**src/rtl/cmr_ram.sv**
```systemverilog
// ----------------------------------------------------------------------------
// cmr_ram
// Generic single-write, single-read RAM with registered read data.
// ----------------------------------------------------------------------------
module cmr_ram #(
    parameter int WIDTH = 64,
    parameter int DEPTH = 8
) (
    input  logic                     clk,
    input  logic                     we,
    input  logic [$clog2(DEPTH)-1:0] waddr,
    input  logic [WIDTH-1:0]         wdata,
    input  logic [$clog2(DEPTH)-1:0] raddr,
    output logic [WIDTH-1:0]         rdata
);

    logic [WIDTH-1:0] mem [DEPTH];
    logic [WIDTH-1:0] rdata_reg;

    always_ff @(posedge clk)
    begin
        if (we)
        begin
            mem[waddr] <= wdata;
        end
        rdata_reg <= mem[raddr];
    end

    assign rdata = rdata_reg;

endmodule

```
**config.mk**
```make
export PLATFORM = sky130hd
export DESIGN_NAME = cmr_ram
export DESIGN_NICKNAME = d
export VERILOG_FILES = /design/src/rtl/cmr_ram.sv
export SDC_FILE = /design/constraint.sdc
export NUM_CORES = 1
export LEC_CHECK = 0
export ABC_CLOCK_PERIOD_IN_PS = 12000
export BUFFER_PORTS_ARGS = -buffer_cell sky130_fd_sc_hd__buf_4
export CORE_MARGIN = 2
export CORE_UTILIZATION = 64
export DETAILED_ROUTE_END_ITERATION = 16
export GPL_TIMING_DRIVEN = 0
export PLACE_DENSITY = 0.84
export SLEW_MARGIN = 20
export SYNTH_ARGS = -nofsm -noshare
export SYNTH_HDL_FRONTEND = slang
export SYNTH_SLANG_ARGS = --single-unit
```
**constraint.sdc**
```tcl
create_clock -name clk -period 12 [get_ports clk]
set_clock_uncertainty 0.05 [all_clocks]
set_input_delay 1.8 -clock clk [delete_from_list [all_inputs] [get_ports clk]]
set_output_delay 1.8 -clock clk [all_outputs]
set_load 0.005 [all_outputs]
```
==> run_results.csv <==
group,metric,value,unit
floorplan,die_w,183,um
placed_design,gp_congestion,0.684,
sta,max_slew_margin,32.8,%
route,drt-initial-drc-count,1096,
sta,tns,0,ns
global_route,use_met1,35.1,%
clocking,cts_setup_buffers,0,
power,p_int,3340,uW
clocking,clock_latency,0.57,ns
synthesis,seq_area_frac_synth,81.1,%
critical_path,path_max_fanout,8,
global_route,grt_pass1_vias,9689,
critical_path,crit_arrival,3.78,ns
clocking,clock_sinks,576,
final_layout,drive_gt1_share,42.8,%
final_layout,largest_reg_flops,512,
floorplan,core,31600,um2
synthesis,yosys_warnings,0,
sta,hold_viol_final,0,
clocking,cts_root_buffer,"clkbuf_16",
route,antenna_left,0,
sta,drv_slew,0,
clocking,holdBufCountCts,0,
global_route,grt_use_met3,4.23,%
global_route,grt_pass1_wl,61500,um
run_status,status,"completed",
critical_path,endpoint_kind,"flip-flop",
power,peakVddDrop,0.140,mV
floorplan,initial_core_util,65.1,%
critical_path,crit_required,12.22,ns
route,wl,43600,um
critical_path,critPathKind,"primary input to flip-flop",
worst_hold_path,hold_class,"flip-flop to flip-flop",
synthesis,syn_nets,888,
power,p_per_area,172,nW/um2
job,drv_cap,0,
sta,rsz0062_at_grt,"no",
sta,setup_violations,0,
synthesis,synth.distinct_cells,13,
power,combinationalPowerShare,5.9,%
power,pwr-share-clk,39.7,%
clocking,cts_htree_levels,2,
sta,fin_crit_sh,29.7,%
clocking,cts_tree,"done",
final_layout,area_growth,18.9,%
placed_design,portBuffers,132,
synthesis,avgSynthCellArea,25.2,um2
route,vias,9436,
power,p_switching,870,uW
sta,period_needed,3.57,ns
global_route,grt_max_degree,21,
global_route,grt.overflow.total,0,
route,post-route-drc-count,0,
clocking,cts.clk_slew.worst_paths,0.06,ns
clocking,numCtsBuffers,54,
sta,fmax,280,MHz
final_layout,final_core_util,77.4,%
global_route,grt_busiest_layer,"met2",
power,p_seq_share,54.5,%
power,finalPower,4210,uW
synthesis,synthCells,816,
global_route,antenna_found_initial,3,
placed_design,dp_hpwl,24100,um
global_route,grt_use_met2,42.5,%
global_route,grt_usage,25.4,%
route,wire_per_inst,29.3,um
sta,tightest_slew,1.01,ns
power,leakage,0.00814,uW
floorplan,dieArea,33600,um2
floorplan,num_rows,65,
floorplan,ioPinCount,136,
critical_path,startpoint_type,"primary input",
power,swShare,20.7,%
clocking,post_cts_resized,0,
synthesis,synth_area,20500,um2
route,viasPerCell,6.35,
synthesis,synth-seq-cells,576,
clocking,clock_path_buffers,3,
floorplan,die_h,183,um
final_layout,final_nets,1111,
route,drt_first_pass_iters,5,
-- synth_stat cells (all sizes together) --
| library cell | n | area, um2 |
|---|---|---|
| nand2 | 2 | 7.51 |
| nor3 | 2 | 10.0 |
| clkbuf | 9 | 33.8 |
| edfxtp | 512 | 15400 |
| mux4 | 128 | 2880 |
| dfxtp | 64 | 1280 |
| buf | 26 | 195 |
| nand2b | 3 | 18.8 |
| mux2 | 64 | 721 |
| nor2 | 6 | 22.5 |
-- power by group through the flow --
stage	sequential, uW	clock (uW)	combinational [uW]
finish	2290	1670	248
global route	2300	1760	263
CTS	2290	1660	248
detailed placement	2330	0	244
global placement	2330	0	223
floorplan	2330	0	118
-- metrics by stage --
step	setup slack, ns	hold slack (ns)	instance area, um2	std cells
finish	8.43	0.627	24400	1487
global placement	0.763	0.612	22000	1350
CTS	8.48	0.636	24400	1485
global route	8.35	0.649	24400	1487
floorplan	5.05	0.607	20500	816
detailed placement	7.93	0.621	22700	1385
-- critical path, cell delays in order --
cell and delay, ns:
buf_4 0.11, nand2b_1 0.30, nor3_2 0.71, buf_6 0.26, buf_6 0.16, buf_4 0.21
buf_4 0.22
-- path summary, 6_finish.rpt --
check             start         to  slack [ns]  cells past startpoint
max            waddr[2]  mem[0][4]        8.43                      7
min          mem[6][24]  rdata[24]        0.63                      2
max reg2reg  mem[7][18]  rdata[18]       10.57                      2
min reg2reg  mem[6][24]  rdata[24]        0.63                      2
-- cells in the final DEF (no fill, tap or decap) --
cell type and n:
buf_1 9, buf_2 3, clkbuf_16 55, nor3_2 2, nand2b_1 3, inv_6 1, nor2_4 6, mux2_2 64
diode_2 2, clkinvlp_4 7, dfxtp_1 64, clkbuf_8 5, edfxtp_1 512, buf_6 16, mux4_2 128, bufinv_16 3
buf_16 11, clkinv_8 1, nand2_1 2, clkinv_4 1, buf_12 7, clkinv_2 7, clkinv_1 4, buf_4 147
clkbuf_1 25
-- layer usage --
metal / vias up / wire, um
met3: 89 / 3140
met4: 2 / 1240
met1: 4923 / 16600
met2: 511 / 22600
li1: 3911 / -
met5: - / 12
-- kinds of logic after synthesis --
group	synth area share, %
flip-flops	81.1
multiplexers	17.5
buffers and inverters	1.11
AND/OR/NAND/NOR	0.286
-- final cells by class --
class | instances | area (um2)
tap | 402 | 503
antenna | 2 | 5.00
buffer | 35 | 229
clock buffer | 76 | 1510
sequential | 576 | 16700
fill | 1513 | 7130
timing repair buffer | 167 | 1580
clock inverter | 24 | 226
multi-input combinational | 205 | 3720
Note: power is estimated with default switching activity, not from simulation.
