==> config.mk <==
export PLATFORM = sky130hd
export DESIGN_NAME = cmr_ctrl
export DESIGN_NICKNAME = d
export VERILOG_FILES = /design/src/rtl/cmr_pkg.sv /design/src/rtl/cmr_ctrl.sv
export SDC_FILE = /design/constraint.sdc
export NUM_CORES = 1
export LEC_CHECK = 0
export BUFFER_PORTS_ARGS = -buffer_cell sky130_fd_sc_hd__buf_2
export CAP_MARGIN = 20
export CORE_AREA = 4 4 41 43
export CTS_CLUSTER_DIAMETER = 30
export DETAILED_ROUTE_END_ITERATION = 8
export DIE_AREA = 0 0 45 47
export PLACE_DENSITY_LB_ADDON = 0.3
export SLEW_MARGIN = 20
export SYNTH_ARGS = -nofsm -noshare
export SYNTH_HDL_FRONTEND = slang
export SYNTH_SLANG_ARGS = --single-unit
==> constraint.sdc <==
create_clock -name clk -period 1 [get_ports clk]
set_input_delay 0.05 -clock clk [delete_from_list [all_inputs] [get_ports clk]]
set_output_delay 0.05 -clock clk [all_outputs]
set_load 0.02 [all_outputs]
==> src/rtl/cmr_pkg.sv <==
// ----------------------------------------------------------------------------
// cmr_pkg
// Shared types and constants for the CAN multi-frame reassembler.
// ----------------------------------------------------------------------------
package cmr_pkg;

    localparam int MAX_FRAMES  = 8;
    localparam int STORE_SLOTS = 8;
    localparam int SLOT_W      = $clog2(STORE_SLOTS);
    localparam int SEEN_W      = 8;
    localparam int EXP_W       = 4;
    localparam int TICK_W      = 17;
    localparam int BASE_W      = 24;
    localparam int TIMEOUT_W   = 16;
    localparam int CFG_DATA_W  = 24;
    localparam int CFG_IDX_W   = 1;
    localparam int ID_W        = 29;
    localparam int SEQ_W       = 5;
    localparam int PAYLOAD_W   = 64;
    localparam int WORD_W      = 32;
    localparam int WIDX_W      = 4;

    localparam logic [TIMEOUT_W-1:0] TIMEOUT_RESET = 16'd1000;
    localparam logic [TICK_W-1:0]    TICK_MAX      = '1;

    localparam logic [CFG_IDX_W-1:0] REG_BASE_ID    = 1'b0;
    localparam logic [CFG_IDX_W-1:0] REG_TIMEOUT_MS = 1'b1;

    localparam logic ACT_FRAME = 1'b0;
    localparam logic ACT_TICK  = 1'b1;

    typedef struct packed {
        logic step;
        logic word_inc;
    } cmr_cmd_t;

    typedef struct packed {
        logic done_msg;
        logic last;
        logic pair_end;
    } cmr_status_t;

endpackage

==> src/rtl/cmr_ctrl.sv <==
// ----------------------------------------------------------------------------
// cmr_ctrl
// Controller: item intake and word drain sequencing.
// ----------------------------------------------------------------------------
module cmr_ctrl
    import cmr_pkg::*;
(
    input  logic        clk,
    input  logic        rst_n,
    input  logic        item_valid,
    output logic        item_ready,
    output logic        word_valid,
    input  logic        word_ready,
    output cmr_cmd_t    cmd,
    input  cmr_status_t status
);

    typedef enum logic [2:0] {
        ST_IDLE  = 3'b001,
        ST_FETCH = 3'b010,
        ST_SHOW  = 3'b100
    } state_t;

    state_t state_reg, state_next;
    logic   word_beat;

    assign item_ready    = (state_reg == ST_IDLE);
    assign word_valid    = (state_reg == ST_SHOW);
    assign word_beat     = word_valid & word_ready;
    assign cmd.step      = item_valid & item_ready;
    assign cmd.word_inc  = word_beat & ~status.last;

    always_comb
    begin
        state_next = state_reg;
        case (state_reg)
            ST_IDLE:
            begin
                if (cmd.step && status.done_msg)
                begin
                    state_next = ST_FETCH;
                end
            end
            ST_FETCH:
            begin
                state_next = ST_SHOW;
            end
            ST_SHOW:
            begin
                if (word_beat)
                begin
                    if (status.last)
                    begin
                        state_next = ST_IDLE;
                    end
                    else if (status.pair_end)
                    begin
                        state_next = ST_FETCH;
                    end
                end
            end
            default:
            begin
                state_next = ST_IDLE;
            end
        endcase
    end

    always_ff @(posedge clk or negedge rst_n)
    begin
        if (!rst_n)
        begin
            state_reg <= ST_IDLE;
        end
        else
        begin
            state_reg <= state_next;
        end
    end

endmodule

==> impl_metrics.tcl <==
set metrics [dict create \
    status "complete, but fails checks" \
    violations "negative setup slack" \
    power_density_mw_per_mm2 1520 \
    setup_viol 6 \
    final_nets 43 \
    synth_area_per_cell_um2 10.2 \
    vias 193 \
    ys_seq_elements 3 \
    p_leak_nw 0.159 \
    ios 11 \
    insertion_delay_ps 230 \
    drt-initial-drc-count 0 \
    tightest_slew_ps 223 \
    drc_errors 0 \
    tns_ps -995 \
    drive_above_1_share_pct 71.4 \
    cts_root_buf "clkbuf_4" \
    antenna_cells 0 \
    grt_usage_pct 5.39 \
    timing.final.crit_share_pct 124 \
    cts_sinks 3 \
    synthCells 19 \
    fmax_ghz 0.805 \
    netlist.area_leader.share_pct 25.8 \
    rsz0062_at_grt "yes" \
    fin_crit_ps 1240 \
    wl_um 482 \
    antenna_found_initial 0 \
    syn_nets 26 \
    die_h_um 47 \
    die_w_um 45 \
    critical_path_class "reg2out" \
    critPathArrivalTime_ps 1190 \
    gp_congestion 0.654 \
    ys_seq_area_share_pct 39.4 \
    initial_core_util_pct 14.9 \
    place_inst 45 \
    hold_path_class "in2reg" \
    numCtsBuffers 3 \
    cap_violations 0 \
    grt_pass1_wl_um 779 \
    clkTransAtPathRegs_ps 40 \
    syn_area_um2 194 \
    timing.final.ws_setup_ps -243 \
    wl_per_cell_um 9.64 \
    largest_reg_flops 3 \
    total_power_mw 0.532 \
    clockBufferDepth 2 \
    skew_ps 1.93 \
    die_area_mm2 0.00212 \
    core_area_mm2 0.00130 \
    vias_per_cell 3.86 \
    htreeDepth 1 \
    end_kind "output pin" \
    cp-start-kind "register" \
    grt_pass1_vias 207 \
    overflow 0 \
    rows 13 \
    peakVddDrop_v 0.000536 \
    hold_viol_final 0 \
    maxSlewHeadroom_pct 85.0 \
    synth_warnings 0 \
    cts_tree "built" \
    synth.distinct_cells 13 \
    synth_area_leader_cell "dfrtp_1" \
    layout.cells.non_filler 50 \
    critPathMaxFanout 4 \
    worstPathRequired_ps 950 \
    ys_top_cells_by_area "dfrtp_1, dfstp_2, nor4b_4" \
    portBuffers 10 \
    slew_viol_final 0 \
    grt_max_degree 6 \
    drt_pass1_iterations 1 \
    post_cts_buffers 0 \
    area_growth_pct 80.0 \
    antenna_left 0 \
]
## path summary, 6_finish.rpt
kind | startpoint | endpoint | slack, ps | depth (start not counted)
setup / recovery | state_reg[0] | cmd[1] | -240 | 4
hold / removal | status[0] | state_reg[1] | 70 | 2
setup reg to reg | state_reg[0] | state_reg[1] | -110 | 3
hold reg to reg | state_reg[0] | state_reg[2] | 550 | 1
max in group asynchronous | rst_n | state_reg[0] | 670 | 2
min in group asynchronous | rst_n | state_reg[2] | 140 | 2
## through the flow
step / hold slack, ps / utilization, % / setup WS, ps / instance area (um^2)
global route: 92.3 / 26.8 / -294 / 349
CTS: 61.2 / 25.7 / -265 / 334
global placement: -152 / 21.5 / -95.1 / 280
floorplan: -246 / - / -126 / 204
detailed placement: -152 / 21.5 / -107 / 280
finish: 70.8 / 26.8 / -243 / 349
## cell families (layout without fill, tap and decap cells)
kind of cell	count (synthesis)	count (layout)	synth area share (%)
AND/OR/NAND/NOR	10	10	40.6
AO/OA/AOI/OAI	6	6	20.0
flip-flops	3	3	39.4
buffers and inverters	0	16	0
## critical path: stages, from the launching register on
cell	delay (ps)
dfstp_2	560
nand2b_4	70
nor2_4	90
and2_4	140
buf_6	100
## report_power, final
part | switching (mW) | total [mW] | leakage, nW | internal [mW]
Clock | 0.0600 | 0.209 | 0.0150 | 0.149
Sequential | 0.0211 | 0.163 | 0.0346 | 0.142
Combinational | 0.0744 | 0.159 | 0.109 | 0.0851
## layout make-up
| class | instances | area, um^2 |
|---|---|---|
| clock buffer | 4 | 26.3 |
| fill | 150 | 952 |
| multi-input combinational | 16 | 143 |
| sequential | 3 | 78.8 |
| tap | 15 | 18.8 |
| timing repair buffer | 12 | 82.6 |
## what timing repair did
item / 4_1_cts / 5_1_grt
resized for setup: 5 / 5
pin swaps: 2 / 0
endpoints found under the hold margin: 3 / 0
gates cloned: 0 / 0
hold buffers: 1 / 0
endpoints found under the setup margin: 6 / 7
## layout by cell type, fill, tap and decap left out, drive strengths merged
cell type / synthesis / layout
and2: 1 / 1
a32o: 1 / 1
a21oi: 2 / 2
dfstp: 1 / 1
buf: 0 / 11
nand3b: 1 / 1
nand2: 1 / 1
nor2: 3 / 3
clkbuf: 0 / 4
dfrtp: 2 / 2
o21ai: 2 / 2
o31ai: 1 / 1
nand2b: 3 / 3
nor4b: 1 / 1
dlygate4sd3: 0 / 1
## Yosys cell counts, drive strengths merged
library cell,number
a21oi,2
a32o,1
and2,1
dfrtp,2
dfstp,1
nand2,1
nand2b,3
nand3b,1
nor2,3
nor4b,1
o21ai,2
o31ai,1
## routing by layer
metal	global-route usage (%)	routed length (um)	vias up
met5	0	0	-
met2	7.63	190	11
met1	6.42	218	82
met4	5.26	0	0
met3	1.53	73	0
li1	-	-	100
Power figures use the tool's default switching activity.
