**config.mk**
```make
export PLATFORM = sky130hd
export DESIGN_NAME = cmr_dpath
export DESIGN_NICKNAME = d
export VERILOG_FILES = /design/src/rtl/cmr_pkg.sv /design/src/rtl/cmr_dpath.sv
export SDC_FILE = /design/constraint.sdc
export NUM_CORES = 1
export LEC_CHECK = 0
export ABC_AREA = 0
export BUFFER_PORTS_ARGS = -buffer_cell sky130_fd_sc_hd__clkbuf_2
export CORE_MARGIN = 4
export CORE_UTILIZATION = 48
export DETAILED_ROUTE_END_ITERATION = 8
export GPL_ROUTABILITY_DRIVEN = 0
export GPL_TIMING_DRIVEN = 0
export PLACE_DENSITY = 0.79
export SLEW_MARGIN = 10
export SYNTH_ARGS = -nofsm -noshare
export SYNTH_HDL_FRONTEND = slang
export SYNTH_SLANG_ARGS = --single-unit
```
**constraint.sdc**
```tcl
create_clock -name clk -period 3.4 [get_ports clk]
set_input_delay 0.68 -clock clk [delete_from_list [all_inputs] [get_ports clk]]
set_output_delay 0.68 -clock clk [all_outputs]
set_load 0.03 [all_outputs]
```
**src/rtl/cmr_pkg.sv**
```systemverilog
// ----------------------------------------------------------------------------
// cmr_pkg
// Shared types and constants for the CAN multi-frame reassembler.
// ----------------------------------------------------------------------------
package cmr_pkg;

    localparam int MAX_FRAMES  = 8;
    localparam int STORE_SLOTS = 8;
    localparam int SLOT_W      = $clog2(STORE_SLOTS);
    localparam int SEEN_W      = 8;
    localparam int EXP_W       = 4;
    localparam int TICK_W      = 17;
    localparam int BASE_W      = 24;
    localparam int TIMEOUT_W   = 16;
    localparam int CFG_DATA_W  = 24;
    localparam int CFG_IDX_W   = 1;
    localparam int ID_W        = 29;
    localparam int SEQ_W       = 5;
    localparam int PAYLOAD_W   = 64;
    localparam int WORD_W      = 32;
    localparam int WIDX_W      = 4;

    localparam logic [TIMEOUT_W-1:0] TIMEOUT_RESET = 16'd1000;
    localparam logic [TICK_W-1:0]    TICK_MAX      = '1;

    localparam logic [CFG_IDX_W-1:0] REG_BASE_ID    = 1'b0;
    localparam logic [CFG_IDX_W-1:0] REG_TIMEOUT_MS = 1'b1;

    localparam logic ACT_FRAME = 1'b0;
    localparam logic ACT_TICK  = 1'b1;

    typedef struct packed {
        logic step;
        logic word_inc;
    } cmr_cmd_t;

    typedef struct packed {
        logic done_msg;
        logic last;
        logic pair_end;
    } cmr_status_t;

endpackage

```
**src/rtl/cmr_dpath.sv**
```systemverilog
// ----------------------------------------------------------------------------
// cmr_dpath
// Datapath: config, session tracking, idle counter, store access, word select.
// ----------------------------------------------------------------------------
module cmr_dpath
    import cmr_pkg::*;
(
    input  logic                  clk,
    input  logic                  rst_n,
    input  logic                  cfg_we,
    input  logic [CFG_IDX_W-1:0]  cfg_index,
    input  logic [CFG_DATA_W-1:0] cfg_data,
    input  logic                  action,
    input  logic [ID_W-1:0]       ext_id,
    input  logic [PAYLOAD_W-1:0]  payload,
    input  cmr_cmd_t              cmd,
    output cmr_status_t           status,
    output logic                  ram_we,
    output logic [SLOT_W-1:0]     ram_waddr,
    output logic [SLOT_W-1:0]     ram_raddr,
    input  logic [PAYLOAD_W-1:0]  ram_rdata,
    output logic [WIDX_W-1:0]     word_index,
    output logic [WORD_W-1:0]     word_value
);

    logic [BASE_W-1:0]    base_id_reg;
    logic [TIMEOUT_W-1:0] timeout_reg;
    logic                 active_reg, active_next;
    logic [EXP_W-1:0]     expected_reg, expected_next;
    logic [SEEN_W-1:0]    seen_reg, seen_next;
    logic [TICK_W-1:0]    ticks_reg, ticks_next;
    logic [WIDX_W-1:0]    word_cnt_reg, word_cnt_next;

    logic                 match;
    logic                 expired;
    logic                 act_eff;
    logic [SEEN_W-1:0]    seen_eff;
    logic [SEQ_W-1:0]     seq;
    logic [SEQ_W-1:0]     seq_m1;
    logic [7:0]           count;
    logic                 bad_count;
    logic [SEEN_W-1:0]    seq_bit;
    logic [SEEN_W-1:0]    seen_or;
    logic [SEEN_W-1:0]    full;
    logic                 store;
    logic                 done;

    assign match     = (ext_id[ID_W-1:SEQ_W] == base_id_reg);
    assign seq       = ext_id[SEQ_W-1:0];
    assign seq_m1    = seq - SEQ_W'(1);
    assign expired   = active_reg && (ticks_reg > TICK_W'(timeout_reg));
    assign act_eff   = active_reg & ~expired;
    assign seen_eff  = expired ? '0 : seen_reg;
    assign count     = payload[7:0];
    assign bad_count = (count == 8'd0) || (count > 8'(MAX_FRAMES))
                       || (count > 8'(STORE_SLOTS));
    assign seq_bit   = SEEN_W'(1) << seq_m1[SLOT_W-1:0];
    assign seen_or   = seen_eff | seq_bit;

    always_comb
    begin
        for (int k = 0; k < SEEN_W; k++)
        begin
            full[k] = (k < int'(expected_reg));
        end
    end

    assign store = cmd.step && (action == ACT_FRAME) && match && (seq != '0)
                   && act_eff && (seq <= SEQ_W'(expected_reg))
                   && ((seen_eff & seq_bit) == '0);
    assign done  = store && ((seen_or & full) == full);

    always_comb
    begin
        active_next   = active_reg;
        expected_next = expected_reg;
        seen_next     = seen_reg;
        ticks_next    = ticks_reg;
        word_cnt_next = word_cnt_reg;
        if (cmd.step)
        begin
            word_cnt_next = '0;
            if (action == ACT_TICK)
            begin
                if (ticks_reg != TICK_MAX)
                begin
                    ticks_next = ticks_reg + TICK_W'(1);
                end
            end
            else if (match)
            begin
                active_next = act_eff;
                seen_next   = seen_eff;
                if (seq == '0)
                begin
                    if (bad_count)
                    begin
                        active_next = 1'b0;
                    end
                    else
                    begin
                        expected_next = count[EXP_W-1:0];
                        seen_next     = '0;
                        active_next   = 1'b1;
                        ticks_next    = '0;
                    end
                end
                else if (store)
                begin
                    ticks_next = '0;
                    if (done)
                    begin
                        active_next = 1'b0;
                        seen_next   = '0;
                    end
                    else
                    begin
                        seen_next = seen_or;
                    end
                end
            end
        end
        else if (cmd.word_inc)
        begin
            word_cnt_next = word_cnt_reg + WIDX_W'(1);
        end
    end

    always_ff @(posedge clk or negedge rst_n)
    begin
        if (!rst_n)
        begin
            base_id_reg  <= '0;
            timeout_reg  <= TIMEOUT_RESET;
            active_reg   <= 1'b0;
            expected_reg <= '0;
            seen_reg     <= '0;
            ticks_reg    <= '0;
            word_cnt_reg <= '0;
        end
        else
        begin
            if (cfg_we)
            begin
                case (cfg_index)
                    REG_BASE_ID:    base_id_reg <= cfg_data[BASE_W-1:0];
                    REG_TIMEOUT_MS: timeout_reg <= cfg_data[TIMEOUT_W-1:0];
                    default:        ;
                endcase
            end
            active_reg   <= active_next;
            expected_reg <= expected_next;
            seen_reg     <= seen_next;
            ticks_reg    <= ticks_next;
            word_cnt_reg <= word_cnt_next;
        end
    end

    assign ram_we    = store;
    assign ram_waddr = seq_m1[SLOT_W-1:0];
    assign ram_raddr = word_cnt_reg[SLOT_W:1];

    assign word_index = word_cnt_reg;
    assign word_value = word_cnt_reg[0] ? ram_rdata[PAYLOAD_W-1:WORD_W]
                                        : ram_rdata[WORD_W-1:0];

    assign status.done_msg = done;
    assign status.last     = ({1'b0, word_cnt_reg} == ({expected_reg, 1'b0} - 5'd1));
    assign status.pair_end = word_cnt_reg[0];

endmodule

```
==> results.yml, run 1 <==
timing:
  finalMaxSlewViolations: 0
  whs_ps: 320.1
  finClkSkew_ps: 16.24
  hold_viol_final: 0
  finalSetupViolCount: 0
  tightest_slew_ps: 647.2
  fin_crit_ps: 3311
  timing.fmax_mhz: 302.1
  relSlewSlack: 0.5685
  final.period_utilization: 0.9737
  setup_ws_ps: 89.50
synthesis:
  ys_warn_count: 0
  synthCells: 493
  netlist_area_um2: 5021
  synth_seq_area_share: 0.3703
  synth_ff_type: "dfrtp_1"
  synth_async_sr_flop_share: 1.000
  synth_cell_type_count: 55
  synth_nets: 712
  ys_seq_elements: 74
  synth_enable_flop_cells: 0
  avgSynthCellArea_um2: 10.18
global_route:
  grt_antenna_before_repair: 0
  grt.total_usage: 0.2367
  grt_pass1_vias: 4652
  grt_max_degree: 42
  grt.overflow.total: 0
  grt_pass1_wl_um: 22490
critical_path:
  crit_family: "compound AO/OA/AOI/OAI gates"
  crit_required_ps: 2720
  r2r_setup_slack_ps: 160
  critical_path_buf_inv_count: 2
  path_class: "reg2out"
  end_kind: "output port"
  slowest_delay_ps: 540
  cp_max_fo: 3
  crit_top_cell: "and3_4"
  worstPathCellList: "inv_1, ha_4, a21oi_2, o21ai_2, a2111oi_2, o211ai_1, nand2_1, and3_4, and3_4, buf_8"
  slowest_stage: "dfstp_2"
  arrival_ps: 2630
  worst_setup_path_start_kind: "flop"
drt:
  vias_per_cell: 5.504
  topRoutingLayerUsed: "met4"
  drt_iter0_drc: 318
  dr.pass1.iters: 5
  drc: 0
  m1WireLength_um: 6374
  wl_met2_um: 7162
  routed_wirelength_um: 14790
  wl_per_cell_um: 17.59
  dr_wl_met3_um: 965
  vias: 4629
  ant_nets: 0
place:
  hpwl_um: 11550
  place_ws_ps: -70.50
  io_buffers: 177
  dp.cells: 807
cells_and_area:
  mostFrequentLayoutCells: "175 x clkbuf_2, 72 x mux2_2, 62 x dfrtp_1"
  final_core_util: 0.6435
  fin_nets: 919
  n_antenna_cell: 0
  largest_register_ffs: 24
  layoutNonFillerInstCount: 841
  drive_gt1_frac: 0.4908
  final_common_cell: "clkbuf_2"
  syn2layout_area_growth_pct: 31.72
cts:
  cts_buffers: 9
  cts_tree: "done"
  clk_pin_slew_ps: 90
  cts_buffer_depth: 2
  clock_latency_ps: 350
  htreeDepth: 3
  cts-root-buf: "clkbuf_8"
  numClockSinks: 74
floorplanning:
  die_h_um: 110.3
  core-area_um2: 10280
  die_width_um: 110.3
  dieArea_um2: 12160
  num_rows: 37
  ioPinCount: 234
  start_util: 0.4886
power:
  ir_worst_vdd_mv: 0.2376
  clockPowerShare: 0.286
  pwr-share-comb: 0.308
  switching_share: 0.3355
  power_density_nw_per_um2: 409.9
  p_int_mw: 1.801
  total_power_mw: 2.711
  p_switching_mw: 0.9094
  pwr-share-seq: 0.405
  p_leak_nw: 3.142
run:
  drv_cap: 0
run_status:
  status: "completed"
worst_hold_path:
  hp-class: "in2async"
## per-layer routing
| metal | global-route usage | vias to the layer above |
|---|---|---|
| met4 | 0.07036 | 0 |
| li1 | - | 2180 |
| met5 | 0 | - |
| met2 | 0.3878 | 189 |
| met3 | 0.05649 | 33 |
| met1 | 0.3118 | 2227 |
## per-stage QoR
step | TNS [ps] | instance area [µm²]
2_1_floorplan | 0 | 5021
3_3_place_gp | -231.5 | 6077
3_5_place_dp | -544.1 | 6100
4_1_cts | -62.48 | 6449
5_1_grt | -1424 | 6614
6_report | 0 | 6614
## layout make-up
type	count	area, µm²
clock inverters	7	100.1
plain buffers	17	102.6
flip-flops and latches	74	1867
repair buffers	197	1061
well taps	136	170.2
inverters	32	120.1
fillers	819	3664
clock buffers	9	123.9
multi-input cells	369	3069
## final timing paths
check,start,endpoint,depth (start not counted)
worst max-delay path,timeout_reg[8],status[2],10
worst min-delay path,rst_n,seen_reg[5],1
worst max register to register,timeout_reg[8],ticks_reg[14],14
worst min register to register,timeout_reg[1],timeout_reg[1],1
max in group asynchronous,rst_n,timeout_reg[5],2
min in group clk,timeout_reg[1],timeout_reg[1],1
## power groups by stage
| stage | logic, mW | registers (mW) | clock network, mW |
|---|---|---|---|
| floorplan | 0.496 | 1.08 | 0 |
| global route | 0.914 | 1.11 | 0.822 |
| finish | 0.836 | 1.10 | 0.776 |
| CTS | 0.802 | 1.09 | 0.788 |
| detailed placement | 0.745 | 1.11 | 0 |
| global placement | 0.712 | 1.10 | 0 |
## synth_stat cells (all sizes together) (7+ instances only)
| cell | n | area [µm²] |
|---|---|---|
| xor2 | 18 | 157.7 |
| ha | 31 | 387.9 |
| nand3 | 12 | 60.06 |
| nor4 | 7 | 50.05 |
| nand2 | 36 | 135.1 |
| buf | 7 | 68.82 |
| nor2 | 33 | 126.4 |
| inv | 32 | 120.1 |
| a21oi | 20 | 100.1 |
| o21ai | 23 | 126.4 |
| mux2 | 72 | 810.8 |
| a31oi | 20 | 215.2 |
| dfrtp | 68 | 1702 |
| nor2b | 8 | 50.05 |
| nor3 | 8 | 40.04 |
| xnor2 | 15 | 138.9 |
| nand4 | 9 | 62.56 |
| clkbuf | 11 | 41.29 |
## what timing repair did
item                                    4_1_cts  5_1_grt
pin swaps                                     4       17
gates resized for setup                       9       29
gates cloned                                  0        0
hold buffers                                  0        0
endpoints found under the setup margin        2       10
setup buffers                                12        9
## logic make-up after synthesis
family | Yosys count | share of synthesized area
XOR/XNOR | 33 | 0.05906
flip-flops | 74 | 0.3703
buffers and inverters | 50 | 0.04585
adder cells (fa/ha/maj) | 33 | 0.08124
multiplexers | 75 | 0.1682
AO/OA/AOI/OAI | 86 | 0.1298
AND/OR/NAND/NOR | 142 | 0.1455
No activity file was read; power rests on OpenSTA's default activity.
==> run 2: changes to the inputs <==
clock period = 3.3 ns   (was 3.4 ns; I/O delays follow)
==> results.yml, run 2 (synthesis results as in run 1) <==
cells_and_area:
  design_area_um2: 6608
  syn2layout_area_growth_pct: 31.60
  largest_register_ffs: 24
  mostFrequentLayoutCells: "175 x clkbuf_2, 72 x mux2_2, 62 x dfrtp_1"
  drive_gt1_frac: 0.4922
  n_antenna_cell: 0
  final_common_cell: "clkbuf_2"
  layoutNonFillerInstCount: 841
  fin_nets: 919
timing:
  hold_viol_final: 0
  relSlewSlack: 0.5746
  timing.fmax_mhz: 302.3
  rsz0062_at_grt: "true"
  tightest_slew_ps: 638.1
  finalSetupViolCount: 1
  finClkSkew_ps: 11.44
  fin_crit_ps: 3308
  final.period_utilization: 1.002
  finalMaxSlewViolations: 0
  setup_ws_ps: -7.514
cts:
  cts_buffer_depth: 2
  clk_pin_slew_ps: 90
  cts_buffers: 9
  cts-root-buf: "clkbuf_8"
  cts_tree: "done"
  numClockSinks: 74
  hold_buffers: 0
  htreeDepth: 3
  clock_latency_ps: 360
power:
  clockPowerShare: 0.251
  p_leak_nw: 3.132
  ir_worst_vdd_mv: 0.3194
  p_switching_mw: 0.9611
  p_int_mw: 1.714
  power_density_nw_per_um2: 404.8
  pwr-share-comb: 0.327
  total_power_mw: 2.675
  switching_share: 0.3593
  pwr-share-seq: 0.422
global_route:
  grt_max_degree: 56
  grt_pass1_vias: 4820
  grt_pass1_wl_um: 22980
  grt.overflow.total: 0
  grt.total_usage: 0.2436
  grt_antenna_before_repair: 0
floorplanning:
  core-area_um2: 10280
  start_util: 0.4886
  die_width_um: 110.3
  die_h_um: 110.3
  num_rows: 37
  ioPinCount: 234
  dieArea_um2: 12160
place:
  dp.cells: 807
  hpwl_um: 11660
  place_area_um2: 6108
  place_ws_ps: -138.3
  io_buffers: 177
critical_path:
  crit_family: "simple AND/OR/NAND/NOR gates"
  slowest_stage: "dfstp_2"
  crit_cells: 10
  r2r_setup_slack_ps: 70
  critical_path_buf_inv_count: 2
  crit_required_ps: 2640
  worstPathCellList: "inv_2, ha_4, nand4_1, nor4_2, a22oi_1, o211ai_1, nand2_1, and3_4, and3_4, buf_8"
  r2r-start: "timeout_reg[6]"
  worstSetupStartpoint: "timeout_reg[6]"
  end_kind: "output port"
  path_class: "reg2out"
  cp-endpoint: "status[2]"
  arrival_ps: 2650
  cp_max_fo: 2
  worst_r2r_path_depth: 14
  crit_top_cell: "and3_4"
  worst_setup_path_start_kind: "flop"
  timing.rr.end: "ticks_reg[14]"
  slowest_delay_ps: 550
drt:
  drt_iter0_drc: 281
  vias_per_cell: 5.559
  drc: 0
  routed_wirelength_um: 14920
  dr.pass1.iters: 5
  ant_nets: 0
  wl_per_cell_um: 17.74
  vias: 4675
run_status:
  status: "complete, but fails checks"
  violations: "setup timing"
worst_hold_path:
  hp-class: "in2async"
run:
  drv_cap: 0
==> run 2: stage by stage <==
step	hold slack, ps	TNS (ps)	util
4_1_cts	217.8	0	0.6357
2_1_floorplan	364.4	0	-
5_1_grt	223.0	-565.4	0.6429
6_report	230.2	-7.514	0.6429
3_5_place_dp	493.3	-1325	0.5944
3_3_place_gp	493.6	-1144	0.5914
==> run 2: worst min path at each step <==
stage	cells past startpoint	slack, ps	to
floorplan	0	360	active_reg
global placement	1	490	timeout_reg[10]
detailed placement	1	490	timeout_reg[4]
CTS	1	220	ticks_reg[5]
global route	1	220	ticks_reg[5]
finish	1	230	ticks_reg[3]
==> run 2: final cells by class <==
type	instances	area, µm²
fill	839	3670
multi-input combinational	369	3090
sequential	74	1867
timing repair buffer	197	1069
tap	136	170.2
clock buffer	9	123.9
inverter	32	120.1
buffer	17	106.4
clock inverter	7	61.31
==> run 2: repair_timing <==
| action | CTS | global route |
|---|---|---|
| endpoints found under the hold margin | 0 | 0 |
| setup endpoints to repair | 2 | 9 |
| gates resized for setup | 27 | 13 |
| pin swaps | 17 | 10 |
| buffers inserted | 17 | 3 |
==> run 2: power by group through the flow <==
stage	Combinational, mW	Clock, mW	Sequential (mW)
global route	0.954	0.732	1.14
detailed placement	0.775	0	1.14
CTS	0.851	0.689	1.12
global placement	0.735	0	1.13
floorplan	0.511	0	1.12
finish	0.875	0.672	1.13
==> run 2: per-layer routing <==
layer  GRT usage  share of wire
met1      0.3062           0.41
met2      0.4112           0.50
met3     0.06407          0.068
met4     0.07388          0.023
met5           0              0
